[config.mk]
export PLATFORM = sky130hd
export DESIGN_NAME = banked_priority_fifo
export DESIGN_NICKNAME = d
export VERILOG_FILES = /design/src/hw/rtl/bpf_pkg.sv /design/src/hw/rtl/bpf_ctrl.sv /design/src/hw/rtl/bpf_datapath.sv /design/src/hw/rtl/banked_priority_fifo.sv
export SDC_FILE = /design/constraint.sdc
export NUM_CORES = 1
export LEC_CHECK = 0
export BUFFER_PORTS_ARGS = -buffer_cell sky130_fd_sc_hd__buf_2
export CORE_AREA = 2 2 181 183
export CTS_BUF_LIST = sky130_fd_sc_hd__clkbuf_16
export DETAILED_ROUTE_END_ITERATION = 7
export DIE_AREA = 0 0 183 185
export GPL_TIMING_DRIVEN = 0
export HOLD_SLACK_MARGIN = 0.06
export PLACE_DENSITY_LB_ADDON = 0.25
export SLEW_MARGIN = 20
export SYNTH_ARGS = -nofsm -noshare
export SYNTH_HDL_FRONTEND = slang
export SYNTH_SLANG_ARGS = --single-unit
[constraint.sdc]
create_clock -name clk -period 3.6 [get_ports clk]
set_input_delay 1.08 -clock clk [delete_from_list [all_inputs] [get_ports clk]]
set_output_delay 1.08 -clock clk [all_outputs]
set_load 0.02 [all_outputs]
[src/hw/rtl/bpf_pkg.sv]
// ----------------------------------------------------------------------------
// bpf_pkg
// Shared types, codes and defaults for the banked priority FIFO.
// ----------------------------------------------------------------------------
package bpf_pkg;

  // Default geometry
  localparam int NUM_ROWS_DEF  = 4;
  localparam int ROW_DEPTH_DEF = 8;

  // Fixed field widths
  localparam int CMD_W  = 1;
  localparam int ROW_W  = 2;
  localparam int VAL_W  = 8;
  localparam int STAT_W = 2;
  localparam int OCC_W  = 4;

  typedef enum logic [CMD_W-1:0] {
    CMD_ENQ = 1'b0,
    CMD_DEQ = 1'b1
  } cmd_t;

  typedef enum logic [STAT_W-1:0] {
    ST_OK    = 2'd0,
    ST_FULL  = 2'd1,
    ST_EMPTY = 2'd2
  } status_t;

  // Controller to datapath commands
  typedef struct packed {
    logic load;   // capture the incoming request
    logic exec;   // perform the latched request
  } ctrl_t;

endpackage

[src/hw/rtl/bpf_ctrl.sv]
// ----------------------------------------------------------------------------
// bpf_ctrl
// Request sequencer: accept, execute, present result.
// ----------------------------------------------------------------------------
module bpf_ctrl (
  input  logic           clk,
  input  logic           rst_n,
  input  logic           start,
  output logic           busy,
  output logic           out_valid,
  output bpf_pkg::ctrl_t ctl
);
  import bpf_pkg::*;

  typedef enum logic [1:0] {
    S_IDLE,
    S_EXEC,
    S_DONE
  } state_t;

  state_t state_r, state_nxt;
  logic   busy_r, valid_r;
  logic   accept;

  assign accept = start & ~busy_r;

  always_comb begin
    state_nxt = state_r;
    unique case (state_r)
      S_IDLE:  state_nxt = accept ? S_EXEC : S_IDLE;
      S_EXEC:  state_nxt = S_DONE;
      S_DONE:  state_nxt = accept ? S_EXEC : S_IDLE;
      default: state_nxt = S_IDLE;
    endcase
  end

  always_ff @(posedge clk) begin
    if (!rst_n) begin
      state_r <= S_IDLE;
      busy_r  <= 1'b0;
      valid_r <= 1'b0;
    end else begin
      state_r <= state_nxt;
      busy_r  <= (state_nxt == S_EXEC);
      valid_r <= (state_nxt == S_DONE);
    end
  end

  assign busy      = busy_r;
  assign out_valid = valid_r;
  assign ctl.load  = accept;
  assign ctl.exec  = (state_r == S_EXEC);

  a_accept_exec: assert property (@(posedge clk) disable iff (!rst_n)
    accept |=> (busy_r && ctl.exec))
    else $error("accepted request not executed");

  a_exec_done: assert property (@(posedge clk) disable iff (!rst_n)
    ctl.exec |=> (valid_r && !ctl.exec))
    else $error("execute not followed by result strobe");

  a_single_strobe: assert property (@(posedge clk) disable iff (!rst_n)
    valid_r |=> !valid_r)
    else $error("result strobe longer than one cycle");

endmodule

[src/hw/rtl/bpf_datapath.sv]
// ----------------------------------------------------------------------------
// bpf_datapath
// Row pointers, slot memory and result registers.
// ----------------------------------------------------------------------------
module bpf_datapath #(
  parameter int NUM_ROWS  = bpf_pkg::NUM_ROWS_DEF,
  parameter int ROW_DEPTH = bpf_pkg::ROW_DEPTH_DEF
) (
  input  logic                       clk,
  input  logic                       rst_n,
  input  bpf_pkg::ctrl_t             ctl,
  input  logic [bpf_pkg::CMD_W-1:0]  in_command,
  input  logic [bpf_pkg::ROW_W-1:0]  in_row,
  input  logic [bpf_pkg::VAL_W-1:0]  in_value,
  output logic [bpf_pkg::VAL_W-1:0]  out_data,
  output logic [bpf_pkg::STAT_W-1:0] out_status,
  output logic [bpf_pkg::OCC_W-1:0]  out_occupancy
);
  import bpf_pkg::*;

  localparam int RW = (NUM_ROWS > 1) ? $clog2(NUM_ROWS) : 1;
  localparam int HW = $clog2(ROW_DEPTH);
  localparam int CW = $clog2(ROW_DEPTH + 1);
  localparam int SW = CW + 1;
  localparam int MD = NUM_ROWS * ROW_DEPTH;
  localparam int AW = (MD > 1) ? $clog2(MD) : 1;

  // Latched request
  logic [CMD_W-1:0] cmd_r;
  logic [ROW_W-1:0] row_r;
  logic [VAL_W-1:0] val_r;

  // Per-row pointers
  logic [HW-1:0] head_r  [NUM_ROWS];
  logic [CW-1:0] count_r [NUM_ROWS];

  // Slot memory, contents undefined until written
  logic [VAL_W-1:0] mem [MD];

  // Result registers
  logic [VAL_W-1:0]  rd_data_r;
  logic              data_ok_r;
  logic [STAT_W-1:0] status_r;
  logic [OCC_W-1:0]  occ_r;

  logic              in_range;
  logic [RW-1:0]     row_idx;
  logic [HW-1:0]     cur_head, head_inc;
  logic [CW-1:0]     cur_cnt, occ_nxt;
  logic [SW-1:0]     tail_sum, tail_wrap;
  logic [HW-1:0]     tail;
  logic [AW-1:0]     base, wr_addr, rd_addr;
  logic              full, empty, enq_ok, deq_ok;
  logic [STAT_W-1:0] status_nxt;

  always_ff @(posedge clk) begin
    if (ctl.load) begin
      cmd_r <= in_command;
      row_r <= in_row;
      val_r <= in_value;
    end
  end

  assign in_range = (32'(row_r) < NUM_ROWS);
  assign row_idx  = RW'(row_r);
  assign cur_head = in_range ? head_r[row_idx]  : '0;
  assign cur_cnt  = in_range ? count_r[row_idx] : '0;
  assign full     = (cur_cnt == CW'(ROW_DEPTH));
  assign empty    = (cur_cnt == '0);
  assign enq_ok   = in_range && (cmd_r == CMD_ENQ) && !full;
  assign deq_ok   = in_range && (cmd_r == CMD_DEQ) && !empty;

  // Tail = (head + count) mod depth; the sum stays below twice the depth
  assign tail_sum  = SW'(cur_head) + SW'(cur_cnt);
  assign tail_wrap = (tail_sum >= SW'(ROW_DEPTH)) ? tail_sum - SW'(ROW_DEPTH) : tail_sum;
  assign tail      = HW'(tail_wrap);
  assign head_inc  = (cur_head == HW'(ROW_DEPTH - 1)) ? '0 : cur_head + HW'(1);

  assign base    = AW'(32'(row_idx) * ROW_DEPTH);
  assign wr_addr = base + AW'(tail);
  assign rd_addr = base + AW'(cur_head);

  always_comb begin
    if (enq_ok)      occ_nxt = cur_cnt + CW'(1);
    else if (deq_ok) occ_nxt = cur_cnt - CW'(1);
    else             occ_nxt = cur_cnt;
  end

  always_comb begin
    if (cmd_r == CMD_ENQ) status_nxt = enq_ok ? ST_OK : ST_FULL;
    else                  status_nxt = deq_ok ? ST_OK : ST_EMPTY;
  end

  always_ff @(posedge clk) begin
    if (!rst_n) begin
      for (int i = 0; i < NUM_ROWS; i++) begin
        head_r[i]  <= '0;
        count_r[i] <= '0;
      end
    end else if (ctl.exec && (enq_ok || deq_ok)) begin
      count_r[row_idx] <= occ_nxt;
      if (deq_ok) begin
        head_r[row_idx] <= head_inc;
      end
    end
  end

  always_ff @(posedge clk) begin
    if (ctl.exec && enq_ok) begin
      mem[wr_addr] <= val_r;
    end
    if (ctl.exec && deq_ok) begin
      rd_data_r <= mem[rd_addr];
    end
  end

  always_ff @(posedge clk) begin
    if (ctl.exec) begin
      data_ok_r <= deq_ok;
      status_r  <= status_nxt;
      occ_r     <= OCC_W'(occ_nxt);
    end
  end

  assign out_data      = data_ok_r ? rd_data_r : '0;
  assign out_status    = status_r;
  assign out_occupancy = occ_r;

  a_count_bound: assert property (@(posedge clk) disable iff (!rst_n)
    ctl.exec |-> (cur_cnt <= CW'(ROW_DEPTH)))
    else $error("row count beyond depth");

  a_enq_grows: assert property (@(posedge clk) disable iff (!rst_n)
    (ctl.exec && enq_ok) |=> (count_r[$past(row_idx)] == $past(cur_cnt) + CW'(1)))
    else $error("enqueue did not advance count");

  a_deq_head: assert property (@(posedge clk) disable iff (!rst_n)
    (ctl.exec && deq_ok) |=> (head_r[$past(row_idx)] == $past(head_inc)))
    else $error("dequeue did not advance head");

endmodule

[src/hw/rtl/banked_priority_fifo.sv]
// ----------------------------------------------------------------------------
// banked_priority_fifo
// Bank of circular byte FIFOs, one per priority row, behind a command port.
// ----------------------------------------------------------------------------
// A request is taken on a clock edge where start is high and busy is low.
// busy is high in the execute state after that edge while the request runs. The
// result then sits on the out_ ports with out_valid high for exactly one
// cycle. The receiver cannot stall the result, so capture it on that cycle.
// busy is already low during the result cycle, so a new request can be issued
// then; no request is taken while one executes. The taking edge only latches
// the request in the request register; the execute state then performs it and
// loads the result registers. Enqueue to a full row reports status full;
// dequeue from an empty row reports status empty; a row number of NUM_ROWS or
// more behaves as a row of zero capacity. In all failure cases nothing changes
// and out_data is zero. Slot memory has no reset; head and count registers
// clear on reset, so no slot is read before written.
// ----------------------------------------------------------------------------
module banked_priority_fifo #(
  parameter int NUM_ROWS  = bpf_pkg::NUM_ROWS_DEF,
  parameter int ROW_DEPTH = bpf_pkg::ROW_DEPTH_DEF
) (
  input  logic                       clk,
  input  logic                       rst_n,
  // request side
  input  logic                       start,
  output logic                       busy,
  input  logic [bpf_pkg::CMD_W-1:0]  in_command,
  input  logic [bpf_pkg::ROW_W-1:0]  in_row,
  input  logic [bpf_pkg::VAL_W-1:0]  in_value,
  // result side
  output logic                       out_valid,
  output logic [bpf_pkg::VAL_W-1:0]  out_data,
  output logic [bpf_pkg::STAT_W-1:0] out_status,
  output logic [bpf_pkg::OCC_W-1:0]  out_occupancy
);
  import bpf_pkg::*;

  ctrl_t ctl;

  // Sequencer: idle -> execute -> result
  bpf_ctrl u_ctrl (
    .clk       (clk),
    .rst_n     (rst_n),
    .start     (start),
    .busy      (busy),
    .out_valid (out_valid),
    .ctl       (ctl)
  );

  // Pointers, slot memory and result registers
  bpf_datapath #(
    .NUM_ROWS  (NUM_ROWS),
    .ROW_DEPTH (ROW_DEPTH)
  ) u_datapath (
    .clk           (clk),
    .rst_n         (rst_n),
    .ctl           (ctl),
    .in_command    (in_command),
    .in_row        (in_row),
    .in_value      (in_value),
    .out_data      (out_data),
    .out_status    (out_status),
    .out_occupancy (out_occupancy)
  );

  // Failed requests never carry data
  a_fail_zero: assert property (@(posedge clk) disable iff (!rst_n)
    (out_valid && (out_status != ST_OK)) |-> (out_data == '0))
    else $error("failed request returned data");

  // Empty status only with an empty row
  a_empty_occ: assert property (@(posedge clk) disable iff (!rst_n)
    (out_valid && (out_status == ST_EMPTY)) |-> (out_occupancy == '0))
    else $error("empty status with nonzero occupancy");

endmodule
== Yosys cells after proc, flatten, opt, wreduce, memory -nomap -nowiden ==
Memory sizes are Yosys's and may differ from the RTL's. A register that Yosys moved wholly into a read port is not among the register bits.
Cells that the tools add are included.
Storage, ports and cells
  output and inout bits: 16
  logic and storage cells: 70
  memory bits (read-only): 0
  memories: 3
  register bits after elaboration: 22
  RAM bits: 284
  bits of input ports: 14
  latch bits: 0
Cells by class
  eq/ne operators: 6
  bitwise logic cells: 3
  order comparisons: 1
  multiply operators: 0
  add/subtract/negate cells: 7
  div/mod/pow operators: 0
  shift-type cells: 0
  multiplexer cells: 28
  reduce and logical (&&, ||, !) cells: 13
Memory list
  u_datapath.mem: depth 32, width 8, rd ports 1, clocked after memory_dff 1, write ports 1, line bpf_datapath.sv:38  | logic [VAL_W-1:0] mem [MD];
  u_datapath.count_r: depth 4, width 4, rd ports 1, clocked after memory_dff 1, write ports 4, line bpf_datapath.sv:35  | logic [CW-1:0] count_r [NUM_ROWS];
  u_datapath.head_r: depth 4, width 3, rd ports 1, clocked after memory_dff 1, write ports 4, line bpf_datapath.sv:34  | logic [HW-1:0] head_r [NUM_ROWS];
Operators by type and width (count)
  2-to-1 mux 1 bit: 14
  2-to-1 mux 2 bit: 6
  2-to-1 mux 4 bit: 3
  adder 5 x 3 -> 5 bit: 2
  2-to-1 mux 3 bit: 3
  2-to-1 mux 8 bit: 1
  adder 3 x 4 -> 5 bit: 1
  greater-or-equal comparator 5 x 4 -> 1 bit, second input constant: 1
  logical AND 1 bit: 5
  adder 4 x 1 -> 4 bit, second input constant: 1
  equality test 2 x 1 -> 1 bit, second input constant: 2
  equality test 2 bit, second input constant: 2
  equality test 4 bit, second input constant: 1
  zero test 4 bit: 1
  one-hot mux 2 bit (2 select lines): 1
  OR reduction 4 bit: 1
  subtractor 4 x 1 -> 4 bit, second input constant: 1
  adder 3 x 1 -> 3 bit, second input constant: 1
  equality test 3 bit, second input constant: 1
  OR reduction 3 bit: 1
  subtractor 3 x 1 -> 3 bit, second input constant: 1
  zero test 1 bit: 2
  zero test 2 bit: 1
  NOT 1 bit: 2
  3 further kinds: 3

== Longest topological paths before layout ==
Gate-level depths: netlist of run 1.
  depth in word-level cells: 10
  gate-level depth with buffers: 12
  depth with buffers taken out: 9

== Modules after synthesis ==
From an unflattened synthesis of run 1, not the netlist that was laid out.
Unflattened totals
  cells, all modules: 897
  area total of the unflattened synthesis: 12718.4 µm²
Modules (own cells, without submodules)
  bpf_datapath: instances 1, area an instance 12595.8 µm², cells an instance 887, sequential area each 9349.0 µm²
  bpf_ctrl: instances 1, area an instance 122.6 µm², cells an instance 10, sequential area each 60.1 µm²

== Least setup slack after synthesis of run 1 ==
OpenSTA, ideal clock, no wires.
  path kind: reg2reg
  start: reg with a tool-made name
  end: mem u_datapath.mem[3][0], enable pin
  clock period less this slack: 3.523 ns
  cell stages (with the launch flop): 13
  path buffers: 3
  data arrival time: 3.153 ns
  required time: 3.230 ns
  setup slack: 0.077 ns
  setup time: 0.370 ns
  path through: dfxtp_1 buf_4 mux2i_1 mux2_2 clkinv_2 buf_2 buf_1 ha_1 inv_1 fa_1 xor2_1 or3_1 nor2_1
RTL lines (line)
  end: declaration: bpf_datapath.sv:38

==> impl_metrics.yaml, run 1 <==
cts:
  cts_tree: "yes"
  clock_tree.root_cell: "clkbuf_16"
  clk-insertion-delay-late_ns: 0.51
  cts_hold_buf: 0
  clkTransAtPathRegs_ns: 0.06
  clock_sinks: 315
  numCtsBuffers: 34
  htree_levels: 2
  clk_path_buf_depth: 3
worst_setup_path:
  crit_path_max_fanout: 29
  worstPathRequired_ns: 3.78
  worstPathCellList: "buf_4 -> mux2i_1 -> mux2_2 -> clkinv_4 -> ha_1 -> inv_1 -> fa_1 -> xor2_1 -> nand3_1 -> nor2_4"
  critPathMaxStageDelay_ns: 0.48
  arrival_ns: 3.65
  cp_slowest_cell: "nand3_1"
  cp-start-kind: "flip-flop"
  worstSetupPathType: "reg -> reg"
  endpoint_kind: "flip-flop"
drt:
  antenna_left: 0
  drt-vias-per-instance: 5.35
  firstDrtPassIters: 5
  drt_wl_total_mm: 29.8
  drt_iter0_drc: 583
  drcViolationCount: 0
  post_drt_wl_per_cell_um: 21.4
  vias: 7459
yosys:
  synth_edf_count: 310
  synth_nets: 906
  syn_area_mm2: 0.0126
  avgSynthCellArea_um2: 14.2
  async_reset_ff_frac: 0
  syn_inst: 887
  ys_types: 45
  ys_seq_area_frac: 0.745
  ys.flop_type: "edfxtp_1"
  yosysWarnings: 0
  ys_ff_latch: 315
die:
  die_w_um: 183
  dieHeight_um: 185
  initial_core_util: 0.394
  fp.coreArea_mm2: 0.0320
  io_pins: 30
  die_area_mm2: 0.0339
  rows: 66
outcome:
  status: "finished, final reports clean"
place:
  place_inst: 1331
  port_buffers: 29
  hpwl_mm: 20.9
  place.gp.congestion: 0.843
grt:
  grt.overflow.total: 0
  use_met3: 0.0254
  top_usage_layer: "met2"
  grt_pass1_wl_mm: 44.7
  grt_pass1_vias: 7088
  met1_usage: 0.246
  grtUsageTotal: 0.178
  use_met2: 0.290
  antenna_found_initial: 0
  grt_max_degree: 33
power:
  ir_drop_mv: 0.329
  swShare: 0.244
  switchingPower_w: 0.00197
  seqPwrFrac: 0.514
  p_leak_nw: 5.03
  p_comb_frac: 0.105
  power.density_mw_per_mm2: 548
  clockPowerShare: 0.381
  internal_power_w: 0.00608
timing:
  finalCriticalPeriod_ns: 3.47
  finalSetupViolCount: 0
  hold_viol: 0
  finClkSkew_ns: 0.0153
  rsz0062_at_grt: "yes"
  relSlewSlack: 0.259
  holdWs_ns: 0.555
  worstMarginPinSlew_ns: 1.11
  finalCritPeriodShare: 0.964
  slew_violations: 0
  timing.fmax_mhz: 288
finish:
  diodes: 0
  area_growth_pct: 16.4
  final_cell_count_no_fill: 1393
  nets: 981
  layout-drive-gt1-share: 0.161
min_path:
  min_path_type: "reg -> reg"
job:
  drv_cap: 0
==> metal layers <==
layer  routed length (um)  up-vias  part of all wire
met3                 1720       53             0.058
met5                    0        -                 0
li1                     -     3447                 -
met2                14200      227              0.48
met4                  862        0             0.029
met1                13000     3732              0.44
==> path summary, 6_finish.rpt <==
check,depth (start not counted),endpoint,slack [ns],start
setup / recovery,10,u_datapath.mem[12][0],0.13,flip-flop
hold / removal,1,u_ctrl.state_r[0],0.56,u_ctrl.state_r[0]
hold reg to reg,1,u_ctrl.state_r[0],0.56,u_ctrl.state_r[0]
setup reg to reg,10,u_datapath.mem[12][0],0.13,flip-flop
==> worst max-delay path, delay by kind of cell (launching register included) <==
kind / cells / cell delay, ns
XOR/XNOR: 1 / 0.33
adder cells (fa/ha/maj): 2 / 0.67
buffers and inverters: 3 / 0.47
flip-flops: 1 / 0.30
multiplexers: 2 / 0.46
AND/OR/NAND/NOR: 2 / 0.90
==> state kept, by name (all words and copies together), names as in the netlist, named ones only <==
register                  count
u_ctrl.busy                   1
u_ctrl.state_r                2
u_datapath.cmd_r              1
u_datapath.count_r           16
u_datapath.data_ok_r          1
u_datapath.head_r            12
u_datapath.mem              256
u_datapath.out_occupancy      4
u_datapath.out_status         2
u_datapath.rd_data_r          8
u_datapath.row_idx            2
u_datapath.val_r              8
==> power by group through the flow <==
stage	Sequential, W	Clock [W]	Combinational [W]
2_1_floorplan	0.00421	0	0.000506
3_3_place_gp	0.00424	0	0.000763
3_5_place_dp	0.00422	0	0.000820
4_1_cts	0.00414	0.00313	0.000835
5_1_grt	0.00414	0.00327	0.000913
6_report	0.00414	0.00306	0.000849
==> repair_timing <==
item / in CTS / in global routing
gates cloned: 0 / 0
hold endpoints to repair: 0 / 0
resized for setup: 50 / 10
endpoints found under the setup margin: 256 / 192
buffers inserted: 3 / 1
pin swaps: 2 / 1
==> cells by family (layout without fill, tap and decap cells) <==
family / count (synthesis) / after routing / synth area share
adders and majority gates: 5 / 5 / 0.00555
DFF: 315 / 315 / 0.745
and+or+nand+nor: 350 / 350 / 0.122
buffers and inverters: 61 / 159 / 0.0220
xor gates and xnor gates: 5 / 5 / 0.00406
muxes: 60 / 60 / 0.0540
AOI/OAI and AO/OA: 91 / 91 / 0.0468
==> cell usage in the layout (no fill, tap or decap), drive strengths merged, types with 6 or more instances in the layout <==
cell type / n
a22o: 7
o21ai: 24
buf: 67
nand3: 47
and2: 9
a21oi: 11
nand2b: 6
clkbuf: 52
nand2: 149
nor2: 95
a22oi: 14
inv: 27
clkinv: 13
and3: 8
a31oi: 30
edfxtp: 310
mux2i: 49
mux4: 6
nand4: 18
==> cells in the mapped netlist, drive strengths merged (2+ instances only) <==
library cell / number / area [um^2]
nand2: 149 / 559
or3: 5 / 36.3
nor2b: 5 / 36.3
ha: 4 / 50.1
mux2: 5 / 56.3
xor2: 2 / 17.5
dfxtp: 5 / 100
a21oi: 11 / 62.6
buf: 27 / 149
or2: 2 / 12.5
inv: 14 / 52.6
edfxtp: 310 / 9310
clkbuf: 19 / 71.3
a22o: 7 / 61.3
and3: 8 / 50.1
nand2b: 6 / 37.5
mux4: 6 / 135
nor2: 95 / 359
nand3b: 2 / 15.0
and3b: 2 / 17.5
nand4: 18 / 113
a22oi: 14 / 105
mux2i: 49 / 490
o21ai: 24 / 120
a31oi: 30 / 188
nand3: 47 / 235
xnor2: 3 / 33.8
and2: 9 / 56.3
==> area by class of cell <==
type,count,area [um^2]
buffer,43,208
clock buffer,34,851
clock inverter,25,125
fill,2861,17300
inverter,15,61.3
multi-input combinational,511,3160
sequential,315,9410
tap,408,510
timing repair buffer,42,373
==> stage by stage <==
step	worst slack, ns	utilization	cell area (um^2)	power [W]	setup TNS, ns
2_1_floorplan	0.0773	-	12600	0.00472	0
3_3_place_gp	-0.849	0.414	13300	0.00501	-180.98
3_5_place_dp	-0.871	0.419	13400	0.00504	-185.76
4_1_cts	0.0154	0.456	14600	0.00811	0
5_1_grt	-0.0803	0.459	14700	0.00832	-1.63
6_report	0.130	0.459	14700	0.00805	0
Note: power is estimated with default switching activity, not from simulation.
==> run 2, diff against run 1 <==
--- a/config.mk
+++ b/config.mk
@@ -5,11 +5,14 @@
 export SDC_FILE = /design/constraint.sdc
 export NUM_CORES = 1
 export LEC_CHECK = 0
+export ABC_AREA = 1
 export BUFFER_PORTS_ARGS = -buffer_cell sky130_fd_sc_hd__buf_2
-export CORE_AREA = 2 2 181 183
+export CELL_PAD_IN_SITES_DETAIL_PLACEMENT = 1
+export CELL_PAD_IN_SITES_GLOBAL_PLACEMENT = 1
+export CORE_AREA = 2 2 192 194
 export CTS_BUF_LIST = sky130_fd_sc_hd__clkbuf_16
 export DETAILED_ROUTE_END_ITERATION = 7
-export DIE_AREA = 0 0 183 185
+export DIE_AREA = 0 0 194 196
 export GPL_TIMING_DRIVEN = 0
 export HOLD_SLACK_MARGIN = 0.06
 export PLACE_DENSITY_LB_ADDON = 0.25
==> run 2 against run 1 <==
Net effect:
- cell area increased by 15%
- synthesized cell count up 45%
- largest cell class unchanged
- die area up 12%
- clock-buffer cell count grew 3
- non-clock buffer count rose by 50
- critical path type unchanged
==> impl_metrics.yaml, run 2 <==
yosys:
  yosys.area.top_type_share: 0.653
  ys_types: 35
  synthTopCellsByArea: "edfxtp_1, nand3_1, nand3b_1, nand2_1, inv_1"
  avgSynthCellArea_um2: 11.1
  synth_top_family_by_area: "simple AND/OR/NAND/NOR gates"
  ys.flop_type: "edfxtp_1"
  synth-compound-area-share: 0.00430
  post-synth-top-count-cell: "edfxtp_1"
  ys_ff_latch: 315
  ys_seq_area_frac: 0.660
  synth_edf_count: 310
  yosysWarnings: 0
  synth_nets: 1302
  yosys.area_share.xor_xnor: 0.00246
  ys_top_cells_by_count: "edfxtp_1, nand3_1, nand2_1"
  synthAdderAreaFrac: 0.00491
  syn_area_mm2: 0.0143
  muxShareOfSynthArea: 0.00158
  async_reset_ff_frac: 0
  syn_inst: 1283
  synthSimpleGateAreaFrac: 0.246
  yosysTopAreaCell: "edfxtp_1"
drt:
  antenna_left: 0
  vias: 9860
  drt_wl_total_mm: 41.6
  post_drt_wl_per_cell_um: 22.2
  drcViolationCount: 0
  firstDrtPassIters: 5
  drt_iter0_drc: 794
  drt-vias-per-instance: 5.25
timing:
  timing.fmax_mhz: 303
  rsz0062_at_grt: "no"
  finalCriticalPeriod_ns: 3.30
  finClkSkew_ns: 0.0229
  finalCritPeriodShare: 0.916
  worstMarginPinSlew_ns: 0.929
  relSlewSlack: 0.379
  finalSetupViolCount: 0
  slew_violations: 0
  hold_viol: 0
die:
  die_area_mm2: 0.0380
  io_pins: 30
  dieHeight_um: 196
  initial_core_util: 0.395
  rows: 70
  die_w_um: 194
  fp.coreArea_mm2: 0.0361
cts:
  clk_path_buf_depth: 3
  cts_tree: "yes"
  numCtsBuffers: 36
  clkTransAtPathRegs_ns: 0.06
  clock_sinks: 315
  htree_levels: 2
  clock_tree.root_cell: "clkbuf_16"
  cts_hold_buf: 0
  clk-insertion-delay-late_ns: 0.53
finish:
  final_cell_count_no_fill: 1877
  largest_register_ffs: 256
  diodes: 0
  nets: 1403
  top_register: "u_datapath.mem"
  mostFrequentLayoutCells: "edfxtp_1, nand3_1, nand2_1"
  area_growth_pct: 18.9
  layout-drive-gt1-share: 0.173
  fin_util: 0.470
  seq_area_mm2: 0.00941
  multi_input_area_mm2: 0.00398
  final_common_cell: "edfxtp_1"
  largestRegisters: "u_datapath.mem (256), u_datapath.count_r (16), u_datapath.head_r (12)"
  fillers: 3853
worst_setup_path:
  r2r_slack_ns: 0.30
  reg2reg_to: "u_datapath.mem[16][6]"
  critPathMaxStageDelay_ns: 0.71
  endpoint_kind: "flip-flop"
  cp_slowest_cell: "fa_1"
  crit_cells: 11
  cp-start-kind: "flip-flop"
  ff2ff_path_depth: 11
  cp_top_family: "simple AND/OR/NAND/NOR gates"
  cp-endpoint: "u_datapath.mem[16][6]"
  crit_path_max_fanout: 19
  arrival_ns: 3.49
  worstPathRequired_ns: 3.79
  worstPathCellList: "buf_4 -> inv_2 -> nand3_2 -> nand2_1 -> buf_4 -> inv_4 -> ha_1 -> inv_1 -> fa_1 -> nand3_4 -> nor2_4"
  cp_common_cell: "buf_4"
  cp_num_buf_inv: 5
  worstSetupPathType: "reg -> reg"
grt:
  antenna_found_initial: 0
  grt_pass1_wl_mm: 63.1
  grt.overflow.total: 0
  grtUsageTotal: 0.222
  grt_pass1_vias: 10498
  grt_max_degree: 19
place:
  place_inst: 1794
  hpwl_mm: 29.5
  port_buffers: 28
  place.gp.congestion: 0.853
min_path:
  worstHoldPathCells: 1
  min_path_type: "reg -> reg"
job:
  drv_cap: 0
power:
  clockPowerShare: 0.383
  p_leak_nw: 6.70
  p_comb_frac: 0.155
  seqPwrFrac: 0.462
  internal_power_w: 0.00649
  ir_drop_mv: 0.289
  swShare: 0.274
  switchingPower_w: 0.00245
  power.density_mw_per_mm2: 527
outcome:
  status: "finished, final reports clean"
==> run 2: cell types whose count changed after synthesis, moves of 18 or more <==
cell,before,now
a31oi_1,30,0
buf_2,14,39
inv_1,14,182
mux2i_1,49,0
nand2_1,149,223
nand3_1,47,250
nand3b_1,2,120
nand4_1,18,0
nor2_1,94,66
o21ai_0,24,4
==> run 2: kinds of logic (layout without fill, tap and decap cells) <==
group,after synthesis,count (layout)
simple gates,687,687
buf+inv,260,386
fa+ha+maj,5,5
mux,1,1
compound gates,11,11
flops,315,315
xor+xnor,4,4
==> run 2: worst reg2reg max path, delay by kind of cell (launching register included) <==
| family | cells | cell delay (ns) |
|---|---|---|
| simple gates | 4 | 1.02 |
| fa+ha+maj | 2 | 0.87 |
| buf+inv | 5 | 0.76 |
| flops | 1 | 0.31 |
==> run 2: worst min-delay path by stage <==
| stage | startpoint | end |
|---|---|---|
| 6_report | u_ctrl.state_r[0] | u_ctrl.state_r[0] |
| 5_1_grt | u_ctrl.state_r[0] | u_ctrl.state_r[0] |
| 4_1_cts | u_ctrl.state_r[0] | u_ctrl.state_r[0] |
| 3_5_place_dp | u_ctrl.state_r[0] | u_ctrl.state_r[0] |
| 3_3_place_gp | u_ctrl.state_r[0] | u_ctrl.state_r[0] |
| 2_1_floorplan | u_ctrl.state_r[0] | u_ctrl.busy |
==> run 2: per-layer routing <==
metal,up-vias,track usage,part of all wire
li1,4553,-,-
met1,4964,0.272,0.40
met2,270,0.393,0.51
met3,73,0.0366,0.055
met4,0,0.0850,0.036
met5,-,0,0
==> run 2: power by group through the flow <==
stage	clock network (W)	registers [W]	logic, W
2_1_floorplan	0	0.00421	0.000801
3_3_place_gp	0	0.00426	0.00121
3_5_place_dp	0	0.00421	0.00132
4_1_cts	0.00349	0.00413	0.00138
5_1_grt	0.00363	0.00413	0.00150
6_report	0.00343	0.00413	0.00138
==> run 2: per-stage QoR <==
stage                     worst slack, ns  total power, W  cell area (um^2)  hold slack, ns  setup TNS (ns)
after floorplan                     0.472         0.00501             14300           0.422               0
after global placement             -0.446         0.00547             15000           0.432          -81.95
after CTS                          0.0108         0.00900             17000           0.485               0
after detailed placement           -0.514         0.00552             15200           0.478         -104.20
final                               0.303         0.00894             17000           0.487               0
after global routing               0.0845         0.00926             17000           0.530               0
==> run 2: layout make-up <==
type,instances,area share
inverters,188,0.0422
clock inverters,26,0.00996
well taps,468,0.0345
multi-input cells,708,0.234
repair buffers,64,0.0437
flip-flops and latches,315,0.555
plain buffers,71,0.0256
clock buffers,37,0.0546
==> run 2: what timing repair did <==
action | in CTS | in global routing
setup endpoints to repair | 256 | 256
gates cloned | 0 | 0
pin swaps | 21 | 0
buffers inserted | 21 | 0
resized for setup | 69 | 2
